### config.mk
export PLATFORM = sky130hd
export DESIGN_NAME = adpcm_block_decoder_unit
export DESIGN_NICKNAME = d
export VERILOG_FILES = /design/src/rtl/core/abd_pkg.sv /design/src/rtl/core/adpcm_block_decoder_unit.sv
export SDC_FILE = /design/constraint.sdc
export NUM_CORES = 1
export LEC_CHECK = 0
export BUFFER_PORTS_ARGS = -buffer_cell sky130_fd_sc_hd__clkbuf_2
export CAP_MARGIN = 20
export CORE_MARGIN = 5
export CORE_UTILIZATION = 50
export CTS_CLUSTER_SIZE = 20
export DETAILED_ROUTE_END_ITERATION = 16
export GPL_TIMING_DRIVEN = 0
export PLACE_DENSITY_LB_ADDON = 0.25
export REMOVE_ABC_BUFFERS = 1
export SETUP_SLACK_MARGIN = 0.3
export SYNTH_ARGS = -nofsm -noshare
export SYNTH_HDL_FRONTEND = slang
export SYNTH_SLANG_ARGS = --single-unit
export TNS_END_PERCENT = 30
### constraint.sdc
create_clock -name clk -period 16 [get_ports clk]
set_clock_uncertainty 0.15 [all_clocks]
set_input_delay 0.8 -clock clk [delete_from_list [all_inputs] [get_ports clk]]
set_output_delay 0.8 -clock clk [all_outputs]
set_load 0.05 [all_outputs]
### src/rtl/core/abd_pkg.sv
// ----------------------------------------------------------------------------
// abd_pkg
// shared constants and filter tap tables for the adpcm block decoder
// ----------------------------------------------------------------------------
`default_nettype none

package abd_pkg;

  localparam int BLOCK_INDEX_BITS_DEF = 15;
  localparam int DATA_BYTES           = 14;
  localparam int BLOCK_BYTES          = DATA_BYTES + 2;
  localparam int POS_BITS             = $clog2(BLOCK_BYTES);

  localparam logic [POS_BITS-1:0] POS_HEADER = POS_BITS'(0);
  localparam logic [POS_BITS-1:0] POS_FLAGS  = POS_BITS'(1);
  localparam logic [POS_BITS-1:0] POS_LAST   = POS_BITS'(DATA_BYTES + 1);

  localparam logic OP_STREAM  = 1'b0;
  localparam logic OP_RESTART = 1'b1;

  localparam int FLAG_END    = 0;
  localparam int FLAG_REPEAT = 1;
  localparam int FLAG_LOOP   = 2;

  localparam logic [3:0] FILTER_MAX = 4'd4;

  localparam int SAMPLE_MAX = 32767;
  localparam int SAMPLE_MIN = -32768;

  localparam int ACC_BITS = 24;
  localparam int SUM_BITS = 20;
  localparam int PRED_SHIFT = 6;

  function automatic logic signed [7:0] tap_pos(input logic [2:0] filter);
    logic signed [7:0] tap;
    case (filter)
      3'd1:    tap = 8'sd60;
      3'd2:    tap = 8'sd115;
      3'd3:    tap = 8'sd98;
      3'd4:    tap = 8'sd122;
      default: tap = 8'sd0;
    endcase
    return tap;
  endfunction

  function automatic logic signed [7:0] tap_neg(input logic [2:0] filter);
    logic signed [7:0] tap;
    case (filter)
      3'd2:    tap = -8'sd52;
      3'd3:    tap = -8'sd55;
      3'd4:    tap = -8'sd60;
      default: tap = 8'sd0;
    endcase
    return tap;
  endfunction

endpackage

`default_nettype wire

### src/rtl/core/adpcm_block_decoder_unit.sv
// ----------------------------------------------------------------------------
// adpcm_block_decoder_unit
// byte-serial decoder for 16-byte adpcm sound blocks with loop tracking
// ----------------------------------------------------------------------------
// Feed one stream byte per item. Header bytes and restart items leave the input
// ready. A data byte of a running block gives two samples, each formed on one
// shared 16x8 multiplier in states MUL1, MUL2 and FIN (first tap product, second
// tap product plus accumulate, shift and clamp) and then handed to the output
// register in EMIT; the input stays not ready until both samples are handed on.
// The last byte of a stopping block instead sends a stop item through EMIT and
// keeps the input not ready until it is handed on. The output register lets the
// next sample be computed while the previous one waits.
// block_last marks the final item of a block together with the next block index
// to fetch, or stopped when the channel halts; a halted channel ignores stream
// bytes until a restart item.
`default_nettype none

module adpcm_block_decoder_unit #(
  parameter int BLOCK_INDEX_BITS = abd_pkg::BLOCK_INDEX_BITS_DEF
) (
  input  wire logic                        clk,
  input  wire logic                        rst,
  input  wire logic                        in_valid,
  output logic                             in_ready,
  input  wire logic                        opcode,
  input  wire logic [7:0]                  data_byte,
  output logic                             out_valid,
  input  wire logic                        out_ready,
  output logic signed [15:0]               sample,
  output logic                             sample_valid,
  output logic                             block_last,
  output logic [BLOCK_INDEX_BITS-1:0]      next_block,
  output logic                             stopped
);

  localparam logic [2:0] S_IDLE = 3'd0;
  localparam logic [2:0] S_MUL1 = 3'd1;
  localparam logic [2:0] S_MUL2 = 3'd2;
  localparam logic [2:0] S_FIN  = 3'd3;
  localparam logic [2:0] S_EMIT = 3'd4;

  localparam int PB = abd_pkg::POS_BITS;
  localparam int AB = abd_pkg::ACC_BITS;
  localparam int SB = abd_pkg::SUM_BITS;

  logic [2:0]                  state;
  logic [PB-1:0]               byte_count;
  logic signed [15:0]          hist_one;
  logic signed [15:0]          hist_two;
  logic signed [15:0]          loop_hist_one;
  logic signed [15:0]          loop_hist_two;
  logic [BLOCK_INDEX_BITS-1:0] block_index;
  logic [BLOCK_INDEX_BITS-1:0] loop_index;
  logic [2:0]                  filter_sel;
  logic [3:0]                  shift_amount;
  logic [2:0]                  flag_bits;
  logic                        halted;

  logic                        second;
  logic                        last_byte;
  logic [3:0]                  cur_nib;
  logic [3:0]                  hi_nib;
  logic signed [AB-1:0]        acc;

  logic signed [15:0]          res_sample;
  logic                        res_valid;
  logic                        res_last;
  logic [BLOCK_INDEX_BITS-1:0] res_next;
  logic                        res_stop;

  logic                        accept;
  logic                        out_free;
  logic                        stopping;
  logic [PB-1:0]               pos;
  logic signed [15:0]          mul_a;
  logic signed [7:0]           mul_b;
  logic signed [AB-1:0]        product;
  logic signed [15:0]          nib_term;
  logic signed [15:0]          nib_shifted;
  logic signed [SB-1:0]        sum;
  logic signed [15:0]          clamped;
  logic [BLOCK_INDEX_BITS-1:0] block_index_next;

  assign in_ready = (state == S_IDLE);
  assign accept   = in_valid && in_ready;
  assign out_free = !out_valid || out_ready;
  assign pos      = byte_count;
  assign stopping = flag_bits[abd_pkg::FLAG_END] && !flag_bits[abd_pkg::FLAG_REPEAT];

  // shared multiplier
  assign mul_a   = (state == S_MUL1) ? hist_one : hist_two;
  assign mul_b   = (state == S_MUL1) ? abd_pkg::tap_pos(filter_sel)
                                     : abd_pkg::tap_neg(filter_sel);
  assign product = AB'(mul_a) * AB'(mul_b);

  assign nib_term    = $signed({cur_nib, 12'd0});
  assign nib_shifted = nib_term >>> shift_amount;
  assign sum         = SB'(acc >>> abd_pkg::PRED_SHIFT) + SB'(nib_shifted);

  always_comb begin
    if (sum > SB'(abd_pkg::SAMPLE_MAX)) begin
      clamped = 16'(abd_pkg::SAMPLE_MAX);
    end else if (sum < SB'(abd_pkg::SAMPLE_MIN)) begin
      clamped = 16'(abd_pkg::SAMPLE_MIN);
    end else begin
      clamped = sum[15:0];
    end
  end

  always_comb begin
    if (flag_bits[abd_pkg::FLAG_END]) begin
      block_index_next = loop_index;
    end else begin
      block_index_next = block_index + BLOCK_INDEX_BITS'(1);
    end
  end

  always_ff @(posedge clk) begin
    if (rst || (accept && opcode == abd_pkg::OP_RESTART)) begin
      byte_count    <= '0;
      hist_one      <= '0;
      hist_two      <= '0;
      loop_hist_one <= '0;
      loop_hist_two <= '0;
      block_index   <= '0;
      loop_index    <= '0;
      filter_sel    <= '0;
      shift_amount  <= '0;
      flag_bits     <= '0;
      halted        <= 1'b0;
    end else begin
      if (accept && !halted) begin
        byte_count <= (pos == abd_pkg::POS_LAST) ? '0 : pos + PB'(1);
        unique case (pos)
          abd_pkg::POS_HEADER: begin
            shift_amount <= data_byte[3:0];
            filter_sel   <= (data_byte[7:4] > abd_pkg::FILTER_MAX) ? 3'd0 : data_byte[6:4];
          end
          abd_pkg::POS_FLAGS: begin
            flag_bits <= data_byte[2:0];
            if (data_byte[abd_pkg::FLAG_LOOP]) begin
              loop_index    <= block_index;
              loop_hist_one <= hist_one;
              loop_hist_two <= hist_two;
            end
          end
          default: begin
            if (pos == abd_pkg::POS_LAST) begin
              if (stopping) begin
                halted <= 1'b1;
              end
            end
          end
        endcase
      end
      if (state == S_FIN) begin
        if (second && last_byte) begin
          block_index <= block_index_next;
          if (flag_bits[abd_pkg::FLAG_END]) begin
            hist_one <= loop_hist_one;
            hist_two <= loop_hist_two;
          end else begin
            hist_one <= clamped;
            hist_two <= hist_one;
          end
        end else begin
          hist_one <= clamped;
          hist_two <= hist_one;
        end
      end
    end
  end

  // sequencer
  always_ff @(posedge clk) begin
    if (rst) begin
      state  <= S_IDLE;
      second <= 1'b0;
    end else begin
      unique case (state)
        S_IDLE: begin
          if (accept && opcode == abd_pkg::OP_STREAM && !halted &&
              pos != abd_pkg::POS_HEADER && pos != abd_pkg::POS_FLAGS) begin
            if (stopping) begin
              if (pos == abd_pkg::POS_LAST) begin
                state  <= S_EMIT;
                second <= 1'b1;
              end
            end else begin
              state  <= S_MUL1;
              second <= 1'b0;
            end
          end
        end
        S_MUL1: state <= S_MUL2;
        S_MUL2: state <= S_FIN;
        S_FIN:  state <= S_EMIT;
        S_EMIT: begin
          if (out_free) begin
            if (second) begin
              state <= S_IDLE;
            end else begin
              state  <= S_MUL1;
              second <= 1'b1;
            end
          end
        end
        default: state <= S_IDLE;
      endcase
    end
  end

  // datapath registers
  always_ff @(posedge clk) begin
    unique case (state)
      S_IDLE: begin
        cur_nib    <= data_byte[3:0];
        hi_nib     <= data_byte[7:4];
        last_byte  <= (pos == abd_pkg::POS_LAST);
        res_sample <= '0;
        res_valid  <= 1'b0;
        res_last   <= 1'b1;
        res_next   <= block_index;
        res_stop   <= 1'b1;
      end
      S_MUL1: acc <= product;
      S_MUL2: acc <= acc + product;
      S_FIN: begin
        res_sample <= clamped;
        res_valid  <= 1'b1;
        res_last   <= second && last_byte;
        res_next   <= (second && last_byte) ? block_index_next : '0;
        res_stop   <= 1'b0;
      end
      S_EMIT: begin
        if (out_free) begin
          cur_nib <= hi_nib;
        end
      end
      default: begin
      end
    endcase
  end

  // output register
  always_ff @(posedge clk) begin
    if (rst) begin
      out_valid <= 1'b0;
    end else if (state == S_EMIT && out_free) begin
      out_valid <= 1'b1;
    end else if (out_ready) begin
      out_valid <= 1'b0;
    end
  end

  always_ff @(posedge clk) begin
    if (state == S_EMIT && out_free) begin
      sample       <= res_sample;
      sample_valid <= res_valid;
      block_last   <= res_last;
      next_block   <= res_next;
      stopped      <= res_stop;
    end
  end

  a_stop_item: assert property (@(posedge clk) disable iff (rst)
    (out_valid && stopped) |-> (block_last && !sample_valid && sample == 16'sd0))
    else $error("stop item must be a block end with no sample");

  a_halt_aligned: assert property (@(posedge clk) disable iff (rst)
    halted |-> (byte_count == '0))
    else $error("halted channel not at block start");

  a_fin_to_emit: assert property (@(posedge clk) disable iff (rst)
    (state == S_FIN) |=> (state == S_EMIT))
    else $error("sequencer skipped emit after finish");

  a_busy_not_ready: assert property (@(posedge clk) disable iff (rst)
    (state == S_MUL1) |=> (state == S_MUL2 && !in_ready))
    else $error("multiply sequence broken");

  a_last_has_sample: assert property (@(posedge clk) disable iff (rst)
    (out_valid && block_last && !stopped) |-> sample_valid)
    else $error("block end without sample on a running channel");

endmodule

`default_nettype wire
==> results of run 1 <==
[logic make-up after synthesis]
group                      after synthesis  synth area share
and+or+nand+nor                        579             0.164
AOI/OAI and AO/OA                      360             0.147
buffers and inverters                  266            0.0662
DFF                                    214             0.337
adders and majority gates              198             0.208
xor gates and xnor gates                71            0.0395
muxes                                   59            0.0393
[placed cells by master (no fill, tap or decap), types with 46 or more instances in the layout]
cell / instances
nor2_1: 212
dfxtp_1: 113
clkbuf_2: 48
nand2_1: 190
o21ai_0: 64
ha_1: 93
edfxtp_1: 101
mux2i_1: 46
fa_1: 105
inv_1: 175
a21oi_1: 136
[worst max path at each step]
stage,from,end,slack (ns)
after floorplan,state[0],acc[23],6.33
after global placement,state[0],acc[23],2.95
after detailed placement,state[0],acc[23],6.70
after CTS,state[0],acc[23],6.65
after global routing,state[0],acc[23],6.09
final,state[0],acc[23],6.67
[power by group through the flow]
stage / clock network [W] / logic (W) / registers (W)
2_1_floorplan: 0 / 0.000587 / 0.000727
3_3_place_gp: 0 / 0.000758 / 0.000761
3_5_place_dp: 0 / 0.000801 / 0.000761
4_1_cts: 0.000582 / 0.000807 / 0.000749
5_1_grt: 0.000607 / 0.000879 / 0.000758
6_report: 0.000571 / 0.000808 / 0.000750
[final cells by class]
class / instances / area, um2 / area share
clock buffers: 36 / 686 / 0.0396
flip-flops and latches: 214 / 5300 / 0.306
repair buffers: 67 / 584 / 0.0338
inverters: 176 / 661 / 0.0382
clock inverters: 8 / 138 / 0.00795
well taps: 402 / 503 / 0.0291
multi-input cells: 1267 / 9440 / 0.545
[worst register-to-register path: cells and delay by family (launching register included)]
kind	cells	cell delay, ns
multiplexers	1	0.53
AO/OA/AOI/OAI	11	2.22
flip-flops	1	0.55
adder cells (fa/ha/maj)	6	2.64
XOR/XNOR	3	0.39
buffers and inverters	3	0.15
AND/OR/NAND/NOR	6	2.43
[stage by stage]
stage | hold WS [ns] | instance area [um2] | cells
6_report | 0.265 | 17300 | 2170
5_1_grt | 0.271 | 17300 | 2170
4_1_cts | 0.266 | 17300 | 2170
3_5_place_dp | 0.255 | 16500 | 2126
3_3_place_gp | 0.251 | 16100 | 2107
2_1_floorplan | 0.250 | 15300 | 1657
[registers in the layout (all words and copies together), names as in the netlist, 2 cells and up]
signal	cells
shift_amount	4
hi_nib	4
cur_nib	4
loop_hist_two	16
filter_sel	3
byte_count	4
flag_bits	2
sample	16
hist_two	16
res_next	15
hist_one	16
next_block	15
loop_index	15
state	3
block_index	15
acc	24
res_sample	16
loop_hist_one	16
[per-layer routing]
metal,vias up,track usage
met5,-,0
li1,5919,-
met3,62,0.0356
met1,5875,0.276
met2,288,0.346
met4,0,0.0566
[synthesized netlist by cell type, types with 4 or more instances]
library cell and instances:
o221ai_1 5, o211ai_1 11, xor2_1 27, a21o_1 17, o21ai_0 65, a221oi_1 11
a211oi_1 30, buf_1 6, and2_1 4, nor2_1 214, a21oi_1 138, buf_2 9
clkbuf_1 72, ha_1 93, and3_1 21, o21a_1 13, dfxtp_1 113, o31ai_1 6
nor3_1 21, inv_1 175, nand4_1 4, fa_1 105, o21bai_1 7, xnor2_1 44
nand2b_1 20, nor2b_1 9, a21oi_4 4, nand2_2 4, a21oi_2 4, a31oi_1 9
nand3b_1 5, o21ai_1 6, o211ai_2 5, or2_2 19, nand2_1 190, nor3b_1 4
nand3_1 42, edfxtp_1 101, mux2i_1 46, mux2_2 12, nor4b_1 4, or3_1 8
==> qor.yml, run 1 <==
cells_and_area:
  utilization: 0.553
  area_growth_pct: 10.0
  drive_gt1_frac: 0.0995
  antenna_cells: 0
  nets: 1961
  num-fill-cells: 2745
global_route:
  grt_pass1_vias: 11900
  grt_util_all_layers: 0.206
  overflow: 0
  grt_pass1_wl_um: 60300
  grt_max_degree: 36
  antenna_found_initial: 1
clocking:
  path_clk_slew_ns: 0.06
  ctsHoldBuffers: 0
  clock-sinks: 214
  ctsResizeCount: 0
  cts_buffers: 24
  clockRootBuffer: "clkbuf_16"
  cts_max_level: 1
  post_cts_buffers: 0
  cts_tree: "built"
  clk_latency_ns: 0.52
  cts_buffer_depth: 3
drt:
  ant_nets: 0
  met1Wirelength_um: 16100
  avgRoutedWirePerCell_um: 16.8
  drtPass1Iterations: 5
  via_per_inst: 5.60
  drt-initial-drc-count: 731
  drc: 0
  highest_layer: "met4"
  via_count: 12100
  wl_met3_um: 2070
  dr_wl_met2_um: 17500
  drt_wl_total_um: 36500
power:
  pwr-share-comb: 0.380
  power.total_w: 0.00213
  leakage_nw: 7.19
  ir_drop_mv: 0.116
  power_density_mw_per_mm2: 123
  switching_share: 0.387
  seq_power_share: 0.352
  pwr-share-clk: 0.268
  power.internal_w: 0.00130
  p_switching_w: 0.000825
worst_setup_path:
  cpMostUsedCell: "fa_1"
  endpoint_kind: "flip-flop"
  path_delay_family: "adder cells"
  arrival_ns: 9.44
  reg2reg_slack_ns: 6.67
  slowest_stage: "or3b_2"
  crit_fanout: 19
  crit-reg2reg-launch: "state[0]"
  cp_data_required_time_ns: 16.12
  startpoint_type: "flip-flop"
  r2r_end: "acc[23]"
  cp_slowest_stage_delay_ns: 0.77
  cp.depth: 30
  critPathBufInv: 3
  crit_type: "reg2reg"
  r2r_cells: 30
place:
  dp_hpwl_um: 27400
  gp_congestion: 0.840
  io_buffers: 48
  pre_cts_slack_ns: 6.70
yosys:
  yosysTopAreaCell: "edfxtp_1"
  synth_edf_count: 101
  synth_seq_cells: 214
  async_flop_share: 0
  netlist_instances: 1747
  synth_area_mm2: 0.0157
  ys_types: 76
  syn_avg_cell_area_um2: 9.00
  ys_warn_count: 0
  ys_seq_area_frac: 0.337
  netlist_top_cells_area: "edfxtp_1 (19%), dfxtp_1 (14%), fa_1 (13%), ha_1 (7.4%), nor2_1 (5.1%)"
  synth_top_area_frac: 0.193
  synth_top_flop_cell: "dfxtp_1"
timing:
  slew_viol_final: 0
  tightest_slew_ns: 1.02
  finalSetupViolCount: 0
  fin_ws_ns: 6.67
  fin_crit_sh: 0.583
  clock.fmax_mhz: 107
  period_needed_ns: 9.33
  tns_ns: 0
  rsz0062_at_grt: "no"
  final_hold_viol_count: 0
  slew_headroom: 0.317
hold_path:
  min_to: "sample_valid"
  min-delay-start: "res_valid"
  hold_class: "reg2reg"
  hold_path_depth: 0
die:
  core_mm2: 0.0313
  fp.dieH_um: 187
  initial_core_util: 0.502
  rows: 65
  dieWidth_um: 187
  ios: 49
  fp.dieArea_mm2: 0.0351
job:
  max_cap_viol_count: 0
outcome:
  outcome: "completed"
No activity file was read; power rests on OpenSTA's default activity.
==> inputs of run 2 (changes only) <==
--- a/config.mk
+++ b/config.mk
@@ -5,6 +5,7 @@
 export SDC_FILE = /design/constraint.sdc
 export NUM_CORES = 1
 export LEC_CHECK = 0
+export ABC_AREA = 1
 export BUFFER_PORTS_ARGS = -buffer_cell sky130_fd_sc_hd__clkbuf_2
 export CAP_MARGIN = 20
 export CORE_MARGIN = 5
==> constraint.sdc (replaced) <==
create_clock -name clk -period 9.21 [get_ports clk]
set_clock_uncertainty 0.15 [all_clocks]
set_input_delay 0.4605 -clock clk [delete_from_list [all_inputs] [get_ports clk]]
set_output_delay 0.4605 -clock clk [all_outputs]
set_load 0.05 [all_outputs]
==> run 2 against run 1 <==
  * Total power grew to 2.7 times the previous value
  * Sequential power grew 80%
  * First-iteration DRC count grew 24%
==> qor.yml, run 2 <==
outcome:
  outcome: "completed"
place:
  placedInstanceArea_mm2: 0.0163
  dp_hpwl_um: 29500
  io_buffers: 48
  post-place-cells: 2355
  gp_congestion: 0.906
global_route:
  antenna_found_initial: 0
  grt_pass1_wl_um: 63500
  grt_pass1_vias: 12300
  overflow: 0
  grt_max_degree: 91
  grt_util_all_layers: 0.217
power:
  p_switching_w: 0.00276
  power.internal_w: 0.00295
  pwr-share-comb: 0.586
  switching_share: 0.483
  power_density_mw_per_mm2: 330
  seq_power_share: 0.236
  pwr-share-clk: 0.178
  leakage_nw: 7.67
  ir_drop_mv: 0.172
yosys:
  yosysMostFrequentCell: "nand2_1"
  yosysTopAreaCell: "edfxtp_1"
  ys_top_cells_by_count: "nand2_1 (337), inv_1 (312), nor2_1 (204)"
  synth_top_area_frac: 0.193
  netlist_instances: 1958
  synth_area_mm2: 0.0157
  syn_avg_cell_area_um2: 8.03
  synth_seq_cells: 214
  netlist_top_cells_area: "edfxtp_1 (19%), dfxtp_1 (14%), fa_1 (13%), nand2_1 (8.1%), inv_1 (7.5%)"
  ys_types: 54
  synth_top_flop_cell: "dfxtp_1"
  ys_warn_count: 0
  ys_seq_area_frac: 0.337
  synth_edf_count: 101
  async_flop_share: 0
worst_setup_path:
  cp_data_required_time_ns: 9.33
  endpoint_kind: "flip-flop"
  arrival_ns: 8.44
  startpoint_type: "flip-flop"
  slowest_stage: "fa_1"
  cp_slowest_stage_delay_ns: 0.53
  crit_type: "reg2reg"
  cpMostUsedCell: "inv_1"
  r2r_cells: 32
  crit_fanout: 30
timing:
  fin_crit_sh: 0.903
  slew_viol_final: 0
  rsz0062_at_grt: "no"
  finalSetupViolCount: 0
  slew_headroom: 0.289
  final_hold_viol_count: 0
  clock.fmax_mhz: 120
  tightest_slew_ns: 1.06
  period_needed_ns: 8.32
drt:
  drt_wl_total_um: 38300
  via_count: 12900
  drtPass1Iterations: 5
  drt-initial-drc-count: 909
  avgRoutedWirePerCell_um: 15.9
  via_per_inst: 5.34
  ant_nets: 0
  drc: 0
die:
  initial_core_util: 0.502
  ios: 49
  dieWidth_um: 187
  core_mm2: 0.0313
  fp.dieArea_mm2: 0.0351
  rows: 65
  fp.dieH_um: 187
clocking:
  cts_buffers: 23
  cts_tree: "built"
  path_clk_slew_ns: 0.06
  clockRootBuffer: "clkbuf_16"
  clock-sinks: 214
  clk_latency_ns: 0.51
  cts_max_level: 1
  cts_buffer_depth: 3
job:
  max_cap_viol_count: 0
cells_and_area:
  largest_register_ffs: 24
  area_growth_pct: 9.90
  final_common_cell: "nand2_1"
  final_cell_mix: "nand2_1 (332), inv_1 (309), nor2_1 (202), a21oi_1 (197), o21ai_0 (164)"
  nets: 2197
  top_register: "acc"
  antenna_cells: 0
  drive_gt1_frac: 0.0839
  design_area_mm2: 0.0173
  stdcell_count: 2405
hold_path:
  hold_path_depth: 1
  hold_class: "in2reg"
==> run 2: cell families (layout without fill, tap and decap cells) <==
family / count (synthesis) / count (layout) / synth area share
multiplexers: 1 / 1 / 0.000717
AND/OR/NAND/NOR: 675 / 675 / 0.180
XOR/XNOR: 58 / 58 / 0.0323
adder cells (fa/ha/maj): 198 / 198 / 0.208
buffers and inverters: 380 / 425 / 0.0941
AO/OA/AOI/OAI: 432 / 432 / 0.148
flip-flops: 214 / 214 / 0.337
==> run 2: routing by layer <==
layer	wire length (um)	global-route usage
met4	493	0.0373
met5	0	0
met3	1940	0.0291
met2	18400	0.367
met1	17500	0.305
==> run 2: path summary, 6_finish.rpt <==
kind,start,to,slack [ns]
setup reg to reg,state[2],acc[20],0.89
hold / removal,data_byte[4],hi_nib[0],0.04
setup / recovery,state[2],acc[20],0.89
hold reg to reg,res_sample[5],sample[5],0.27
==> run 2: final cells by class <==
type / instances / area, um2
inverters: 320 / 1210
flip-flops and latches: 214 / 5300
clock inverters: 16 / 234
multi-input cells: 1364 / 8980
well taps: 402 / 503
repair buffers: 63 / 452
clock buffers: 26 / 597
fillers: 2918 / 14000
==> run 2: timing repair <==
| action | 4_1_cts | 5_1_grt |
|---|---|---|
| setup buffers | 0 | 6 |
| cloned | 0 | 0 |
| hold endpoints to repair | 1 | 0 |
| hold buffers | 1 | 0 |
| setup endpoints to repair | 6 | 8 |
| resized for setup | 1 | 6 |
| pin swaps | 0 | 0 |
==> run 2: power groups by stage <==
stage | Sequential [W] | Combinational (W) | Clock (W)
3_3_place_gp | 0.00137 | 0.00323 | 0
5_1_grt | 0.00136 | 0.00375 | 0.00108
6_report | 0.00135 | 0.00334 | 0.00102
4_1_cts | 0.00135 | 0.00332 | 0.00104
2_1_floorplan | 0.00133 | 0.00241 | 0
3_5_place_dp | 0.00137 | 0.00330 | 0
==> run 2: critical path: cells and delay by family (launching register included) <==
family	cells	cell delay [ns]
simple gates	12	1.95
flops	1	0.47
fa+ha+maj	6	2.68
xor+xnor	1	0.48
compound gates	6	1.35
buf+inv	7	0.97
==> run 2: metrics by stage <==
| step | setup TNS, ns | util | worst slack (ns) | power [W] | hold WS [ns] |
|---|---|---|---|---|---|
| after floorplan | 0 | - | 1.95 | 0.00373 | 0.250 |
| after global placement | 0 | 0.517 | 0.0389 | 0.00459 | 0.252 |
| after detailed placement | -0.148 | 0.522 | -0.0996 | 0.00466 | 0.255 |
| after CTS | 0 | 0.549 | 0.306 | 0.00570 | 0.00727 |
| after global routing | 0 | 0.552 | 0.308 | 0.00619 | 0.0244 |
| final | 0 | 0.552 | 0.892 | 0.00571 | 0.0412 |
